==> config.mk <==
export PLATFORM = sky130hd
export DESIGN_NAME = harmonic_phase_accumulator
export DESIGN_NICKNAME = d
export VERILOG_FILES = /design/src/hpa_pkg.sv /design/src/hpa_front.sv /design/src/hpa_back.sv /design/src/harmonic_phase_accumulator.sv
export SDC_FILE = /design/constraint.sdc
export NUM_CORES = 2
export LEC_CHECK = 0
export BUFFER_PORTS_ARGS = -buffer_cell sky130_fd_sc_hd__buf_2
export CAP_MARGIN = 0
export CORE_ASPECT_RATIO = 0.5
export CORE_MARGIN = 2
export CORE_UTILIZATION = 60
export CTS_BUF_LIST = sky130_fd_sc_hd__clkbuf_8
export DETAILED_ROUTE_END_ITERATION = 8
export HOLD_SLACK_MARGIN = 0.06
export PLACE_DENSITY = 0.9
export SLEW_MARGIN = 20
export SYNTH_ARGS = -nofsm -noshare
export SYNTH_HDL_FRONTEND = slang
export SYNTH_SLANG_ARGS = --single-unit
==> constraint.sdc <==
create_clock -name aclk -period 23.3 [get_ports aclk]
set_input_delay 3.495 -clock aclk [delete_from_list [all_inputs] [get_ports aclk]]
set_output_delay 3.495 -clock aclk [all_outputs]
set_load 0.02 [all_outputs]
==> src/hpa_pkg.sv <==
// Shared types and constants for the harmonic phase accumulator.
`default_nettype none
package hpa_pkg;

    localparam int F0_W       = 18;  // f0 sample, unsigned Q10.8 Hz
    localparam int STEP_W     = 32;  // step_per_hz register
    localparam int OUT_W      = 32;  // output phase, turns * 2^32
    localparam int OUT_FIELDS = 9;   // phase fields on the result channel
    localparam int FRAC_W     = 48;  // harmonic step precision, 2^-48 turn
    localparam int PROD_W     = F0_W + STEP_W;

    // item queue between front and back
    localparam int QDEPTH = 2;
    localparam int QPTR_W = 1;
    localparam int QCNT_W = 2;

    // configuration registers
    localparam int          APB_AW          = 3;
    localparam int          APB_DW          = 32;
    localparam logic [0:0]  REG_STEP_PER_HZ = 1'b0;
    localparam logic [STEP_W-1:0] STEP_RESET = 32'd45812984;

    typedef struct packed {
        logic [F0_W-1:0] f0;
        logic            last;   // second sample of a frame
    } hpa_item_t;

endpackage
`default_nettype wire

==> src/hpa_front.sv <==
// Front end: accepts f0 samples, tags frame position, queues them for the back end.
`default_nettype none
module hpa_front
    import hpa_pkg::*;
(
    input  wire logic            aclk,
    input  wire logic            aresetn,
    input  wire logic            s_valid,
    output logic                 s_ready,
    input  wire logic [F0_W-1:0] s_f0_hz,
    output logic                 q_valid,
    input  wire logic            q_ready,
    output hpa_item_t            q_item
);

    hpa_item_t           queue_reg [QDEPTH];
    logic [QPTR_W-1:0]   wr_ptr_reg, rd_ptr_reg;
    logic [QCNT_W-1:0]   cnt_reg, cnt_next;
    logic                half_reg;
    logic                push, pop;

    assign s_ready = (cnt_reg < QCNT_W'(QDEPTH));
    assign q_valid = (cnt_reg != '0);
    assign q_item  = queue_reg[rd_ptr_reg];
    assign push    = s_valid && s_ready;
    assign pop     = q_valid && q_ready;

    always_comb begin
        cnt_next = cnt_reg;
        if (push && !pop) begin
            cnt_next = cnt_reg + 1'b1;
        end else if (pop && !push) begin
            cnt_next = cnt_reg - 1'b1;
        end
    end

    always_ff @(posedge aclk) begin
        if (!aresetn) begin
            wr_ptr_reg <= '0;
            rd_ptr_reg <= '0;
            cnt_reg    <= '0;
            half_reg   <= 1'b0;
        end else begin
            cnt_reg <= cnt_next;
            if (push) begin
                wr_ptr_reg <= wr_ptr_reg + 1'b1;
                half_reg   <= !half_reg;
            end
            if (pop) begin
                rd_ptr_reg <= rd_ptr_reg + 1'b1;
            end
        end
    end

    always_ff @(posedge aclk) begin
        if (push) begin
            queue_reg[wr_ptr_reg] <= '{f0: s_f0_hz, last: half_reg};
        end
    end

    // queue never overfills
    a_cnt_bound: assert property (@(posedge aclk) disable iff (!aresetn)
        cnt_reg <= QCNT_W'(QDEPTH))
        else $error("front queue count above depth");

    // frame position flips on every accepted sample
    a_half_toggle: assert property (@(posedge aclk) disable iff (!aresetn)
        push |=> (half_reg != $past(half_reg)))
        else $error("frame position did not advance");

    // count rises on a push without a pop
    a_cnt_track: assert property (@(posedge aclk) disable iff (!aresetn)
        (push && !pop) |=> (cnt_reg == $past(cnt_reg) + 1'b1))
        else $error("queue count missed a push");

endmodule
`default_nettype wire

==> src/hpa_back.sv <==
// Back end: step multiply, per-harmonic step lanes, accumulators and result register.
`default_nettype none
module hpa_back
    import hpa_pkg::*;
#(
    parameter int HARMONICS  = 9,
    parameter int PHASE_BITS = 32
)(
    input  wire logic                  aclk,
    input  wire logic                  aresetn,
    input  wire logic [STEP_W-1:0]     step_per_hz,
    input  wire logic                  q_valid,
    output logic                       q_ready,
    input  wire hpa_item_t             q_item,
    output logic                       m_valid,
    input  wire logic                  m_ready,
    output logic [HARMONICS-1:0][OUT_W-1:0] m_phase
);

    logic                                 adv;
    logic [PROD_W-1:0]                    prod;

    logic                                 s1_valid_reg, s1_last_reg;
    logic [FRAC_W-1:0]                    s1_base_reg;
    logic                                 s2_valid_reg, s2_last_reg;
    logic [HARMONICS-1:0][PHASE_BITS-1:0] lane_step;
    logic [HARMONICS-1:0][PHASE_BITS-1:0] s2_step_reg;
    logic [HARMONICS-1:0][PHASE_BITS-1:0] acc_reg, acc_next;
    logic [HARMONICS-1:0][OUT_W-1:0]      phase_reg, phase_next;
    logic                                 m_valid_reg, m_valid_next;
    logic                                 commit;

    // whole pipeline holds while a finished result waits
    assign adv     = !m_valid_reg || m_ready;
    assign q_ready = adv;
    assign commit  = adv && s2_valid_reg;
    assign prod    = PROD_W'(q_item.f0) * PROD_W'(step_per_hz);

    assign m_valid = m_valid_reg;
    assign m_phase = phase_reg;

    always_comb begin
        m_valid_next = m_valid_reg;
        if (commit && s2_last_reg) begin
            m_valid_next = 1'b1;
        end else if (m_ready) begin
            m_valid_next = 1'b0;
        end
    end

    for (genvar h = 0; h < HARMONICS; h++) begin : g_lane
        logic [FRAC_W-1:0] lane_mult;

        // (h+1) * base, wrapped to one turn, top PHASE_BITS kept
        assign lane_mult    = FRAC_W'(s1_base_reg * FRAC_W'(h + 1));
        assign lane_step[h] = lane_mult[FRAC_W-1 -: PHASE_BITS];
        assign acc_next[h]  = acc_reg[h] + s2_step_reg[h];

        if (PHASE_BITS >= OUT_W) begin : g_trunc
            assign phase_next[h] = acc_next[h][PHASE_BITS-1 -: OUT_W];
        end else begin : g_widen
            assign phase_next[h] = {acc_next[h], {(OUT_W-PHASE_BITS){1'b0}}};
        end
    end

    always_ff @(posedge aclk) begin
        if (!aresetn) begin
            s1_valid_reg <= 1'b0;
            s2_valid_reg <= 1'b0;
            m_valid_reg  <= 1'b0;
            acc_reg      <= '0;
        end else begin
            m_valid_reg <= m_valid_next;
            if (adv) begin
                s1_valid_reg <= q_valid;
                s2_valid_reg <= s1_valid_reg;
            end
            if (commit) begin
                acc_reg <= acc_next;
            end
        end
    end

    always_ff @(posedge aclk) begin
        if (adv) begin
            s1_base_reg <= prod[FRAC_W-1:0];
            s1_last_reg <= q_item.last;
            s2_step_reg <= lane_step;
            s2_last_reg <= s1_last_reg;
        end
        if (commit && s2_last_reg) begin
            phase_reg <= phase_next;
        end
    end

    // a stalled result freezes the pipeline
    a_stall_freeze: assert property (@(posedge aclk) disable iff (!aresetn)
        (m_valid_reg && !m_ready) |=> ($stable(s1_valid_reg) && $stable(s2_valid_reg)))
        else $error("pipeline moved while result stalled");

    // accumulators move only when an item completes
    a_acc_hold: assert property (@(posedge aclk) disable iff (!aresetn)
        !commit |=> $stable(acc_reg))
        else $error("accumulator changed without an item");

    // a new result comes only from the second sample of a frame
    a_result_src: assert property (@(posedge aclk) disable iff (!aresetn)
        $rose(m_valid_reg) |-> $past(s2_valid_reg && s2_last_reg))
        else $error("result without a frame end");

endmodule
`default_nettype wire

==> src/harmonic_phase_accumulator.sv <==
// Top level of the harmonic phase accumulator: config register, front and back ends.
//
// Usage:
//  - s_ channel: one f0 sample (unsigned Q10.8 Hz) per transfer. Samples pair up
//    into frames; the first sample after reset opens a frame.
//  - Every sample advances the phase of harmonics 1..HARMONICS by
//    f0 * h * step_per_hz (2^-48 turn units), wrapped to one turn.
//  - m_ channel: one transfer per frame, after its second sample, carrying the
//    nine harmonic phases in turns * 2^32 (fields past HARMONICS read zero).
//  - Throughput: one sample per cycle while no finished result waits, set by the
//    accumulator update in the back end. After the transfer of the frame's second
//    sample the result passes queue read with multiply, lane and accumulate.
//  - Receiver stall: the result register holds; the back end freezes and the
//    two-entry front queue absorbs samples until full, then s_ready drops.
//  - Reset (aresetn low, synchronous): accumulators clear, frame position goes
//    to first sample, step_per_hz returns to 45812984 (24 kHz sampling).
//  - APB: step_per_hz at byte address 0; write only while the block is idle.
`default_nettype none
module harmonic_phase_accumulator
    import hpa_pkg::*;
#(
    parameter int HARMONICS  = 9,
    parameter int PHASE_BITS = 32
)(
    input  wire logic              aclk,
    input  wire logic              aresetn,
    // APB config
    input  wire logic              psel,
    input  wire logic              penable,
    input  wire logic              pwrite,
    input  wire logic [APB_AW-1:0] paddr,
    input  wire logic [APB_DW-1:0] pwdata,
    output logic      [APB_DW-1:0] prdata,
    output logic                   pready,
    // sample input
    input  wire logic              s_valid,
    output logic                   s_ready,
    input  wire logic [F0_W-1:0]   s_f0_hz,
    // phase results
    output logic                   m_valid,
    input  wire logic              m_ready,
    output logic [OUT_W-1:0]       m_phase_h1,
    output logic [OUT_W-1:0]       m_phase_h2,
    output logic [OUT_W-1:0]       m_phase_h3,
    output logic [OUT_W-1:0]       m_phase_h4,
    output logic [OUT_W-1:0]       m_phase_h5,
    output logic [OUT_W-1:0]       m_phase_h6,
    output logic [OUT_W-1:0]       m_phase_h7,
    output logic [OUT_W-1:0]       m_phase_h8,
    output logic [OUT_W-1:0]       m_phase_h9
);

    logic [STEP_W-1:0]                 step_reg;
    logic                              step_hit;
    logic                              q_valid, q_ready;
    hpa_item_t                         q_item;
    logic [HARMONICS-1:0][OUT_W-1:0]   back_phase;
    logic [OUT_FIELDS-1:0][OUT_W-1:0]  phase_all;

    // register decode: word index is paddr[2]
    assign pready   = 1'b1;
    assign step_hit = (paddr[2:2] == REG_STEP_PER_HZ);
    assign prdata   = step_hit ? APB_DW'(step_reg) : '0;

    always_ff @(posedge aclk) begin
        if (!aresetn) begin
            step_reg <= STEP_RESET;
        end else if (psel && penable && pwrite && pready && step_hit) begin
            step_reg <= pwdata[STEP_W-1:0];
        end
    end

    hpa_front u_front (
        .aclk    (aclk),
        .aresetn (aresetn),
        .s_valid (s_valid),
        .s_ready (s_ready),
        .s_f0_hz (s_f0_hz),
        .q_valid (q_valid),
        .q_ready (q_ready),
        .q_item  (q_item)
    );

    hpa_back #(
        .HARMONICS  (HARMONICS),
        .PHASE_BITS (PHASE_BITS)
    ) u_back (
        .aclk        (aclk),
        .aresetn     (aresetn),
        .step_per_hz (step_reg),
        .q_valid     (q_valid),
        .q_ready     (q_ready),
        .q_item      (q_item),
        .m_valid     (m_valid),
        .m_ready     (m_ready),
        .m_phase     (back_phase)
    );

    // unused harmonic fields read zero
    for (genvar i = 0; i < OUT_FIELDS; i++) begin : g_out
        if (i < HARMONICS) begin : g_used
            assign phase_all[i] = back_phase[i];
        end else begin : g_zero
            assign phase_all[i] = '0;
        end
    end

    assign m_phase_h1 = phase_all[0];
    assign m_phase_h2 = phase_all[1];
    assign m_phase_h3 = phase_all[2];
    assign m_phase_h4 = phase_all[3];
    assign m_phase_h5 = phase_all[4];
    assign m_phase_h6 = phase_all[5];
    assign m_phase_h7 = phase_all[6];
    assign m_phase_h8 = phase_all[7];
    assign m_phase_h9 = phase_all[8];

endmodule
`default_nettype wire

==> flow_summary.toml <==
[final_layout]
fillers = 8306
syn_to_final_growth_pct = 8.36
drive_above_1_share_pct = 9.50
layout_commonest_cell = "nand2_1"
post-route-util_pct = 65.6
multiInputGateArea_um2 = 42100
final_nets = 8435
regArea_um2 = 22800
mostFrequentLayoutCells = "nand2_1, inv_1, ha_1, edfxtp_1, fa_1"

[yosys]
ys_seq_elements = 869
netlist.area_leader.share_pct = 23.7
syn_avg_cell_area_um2 = 9.88
synthCells = 6918
async_reset_ff_share_pct = 0
yosysWarnings = 0
synth_fp_nets = 8166
synth_cell_type_count = 88
synth_largest_area_cell = "edfxtp_1"
synth_area_um2 = 68400
synth-edff-count = 540
synth.yosys.seq_area_share_pct = 33.3
ys.flop_type = "edfxtp_1"
ys_top_cells_by_area = "edfxtp_1, fa_1, ha_1, dfxtp_1, nand2_1"

[floorplanning]
initial_core_util_pct = 60.6
die_w_um = 481
row_count = 87
die_h_um = 243
io_pins = 383
coreArea_um2 = 113000
dieArea_um2 = 117000

[timing]
rsz0062_at_grt = "false"
finalHoldViolations = 0
min_period_ps = 8920
finClkSkew_ps = 64.2
timing.hold.ws_ps = 426
max-slew-margin-rel_pct = 19.2
fmax_ghz = 0.112
fin_setup_tns_ps = 0
setup_viol = 0
tightest_slew_ps = 1210
period_share_pct = 38.3
maxSlewViolCount = 0

[detailed_routing]
firstDrtPassIters = 6
vias = 53600
ant_nets = 0
drt_iter0_drc = 5377
vias_per_cell = 6.09
drc = 0
wl_per_cell_um = 20.8
wl_um = 183000

[cts]
cts_buffers = 121
cts_root_buffer = "clkbuf_8"
postCtsSetupBuffers = 0
insertion_delay_ps = 920
cts_tree = "yes"
clk_pin_slew_worst_paths_ps = 60
ctsResizeCount = 0
htreeDepth = 3
clockBufferDepth = 3
hold_buffers = 0
clock_sinks = 869

[global_routing]
grt_max_degree = 136
grt_first_pass_wirelength_um = 285000
antenna_found_initial = 6
grt-ovfl-total = 0
grt_pass1_vias = 53500
grtUsageTotal_pct = 30.8

[critical_path]
path_max_fanout = 32
crit_required_ps = 23920
arrival_ps = 9540
worstSetupPathType = "reg -> reg"
cp-start-kind = "flop"
end_kind = "flop"

[place]
port_buffers = 379
dp.final_hpwl_um = 130000
place_congestion = 0.954

[status]
status = "completed"

[min_path]
hp-class = "reg -> reg"

[run]
maxCapViolCount = 0
stage by stage:
step / cell area [um^2] / std cells / setup slack (ps)
floorplan: 68400 / 6918 / 6080
global placement: 71500 / 8577 / 14830
detailed placement: 71500 / 8577 / 14630
CTS: 74100 / 8806 / 14620
global route: 74100 / 8808 / 14110
finish: 74100 / 8810 / 14380
worst max-delay path, cell delays in order (launching register included):
cell      delay [ps]
dfxtp_1         1070
mux2_2          1000
nand2_1          260
fa_1             560
fa_1             490
fa_1             550
inv_1             50
fa_1             470
fa_1             520
inv_1             50
fa_1             530
inv_1             60
ha_1             400
and3_1           200
and4_1           280
inv_1             60
o22ai_1          240
a211oi_1         130
o31ai_1          390
o31ai_1          210
o41ai_1          620
a211o_1          230
a21oi_1           90
xnor2_1          130
area by class of cell:
type	count	area share, %
antenna	4	0.0135
sequential	869	30.8
inverter	662	3.37
multi-input combinational	5116	56.8
timing repair buffer	417	2.97
tap	1513	2.56
clock buffer	133	2.47
clock inverter	96	1.04
cell usage after synthesis, drive strengths merged, types with 8 or more instances:
library cell and instances:
o211ai 28, o41ai 13, mux2 31, and4 13, a31o 26, a2111oi 8, a41oi 15, nor3b 8
o22ai 9, nand4 64, a211oi 36, o31ai 19, and2 249, o21a 74, a31oi 50, a211o 16
xor2 122, buf 13, a21o 241, clkbuf 258, and3 59, o21bai 50, nor2 297, a21oi 461
o31a 10, ha 655, nand2 930, xnor2 295, inv 662, or2 12, mux2i 52, edfxtp 540
nand2b 51, a221oi 11, nor3 63, nand3 112, nor2b 108, fa 533, dfxtp 329, a21boi 72
nand4b 13, o21ai 197, or3 24
layer usage:
layer / vias up / global-route usage (%) / share of wire, %
met3: 659 / 7.08 / 10
met5: - / 0 / 0
met4: 0 / 14.6 / 5.2
met2: 2839 / 49.4 / 45
met1: 25900 / 39.8 / 39
li1: 24300 / - / -
kinds of logic (layout without fill, tap and decap cells):
logic type / Yosys count / after routing / synth area share (%)
AO/OA/AOI/OAI: 1395 / 1395 / 13.3
XOR/XNOR: 417 / 417 / 5.34
adder cells (fa/ha/maj): 1188 / 1188 / 27.6
buffers and inverters: 933 / 1308 / 5.13
flip-flops: 869 / 869 / 33.3
multiplexers: 83 / 83 / 1.27
other: 1 / 5 / 0.00548
AND/OR/NAND/NOR: 2032 / 2032 / 14.0
worst paths after layout:
kind	start	to	cells after the start	slack (ps)
setup / recovery	flop	u_back.s1_base_reg[47]	23	14380
hold / removal	u_back.s1_last_reg	u_back.s2_last_reg	0	430
setup reg to reg	flop	u_back.s1_base_reg[47]	23	14380
hold reg to reg	u_back.s1_last_reg	u_back.s2_last_reg	0	430
Power is not shown: default switching activity piles up to over one toggle a cycle in this logic, so the estimate is an artifact.
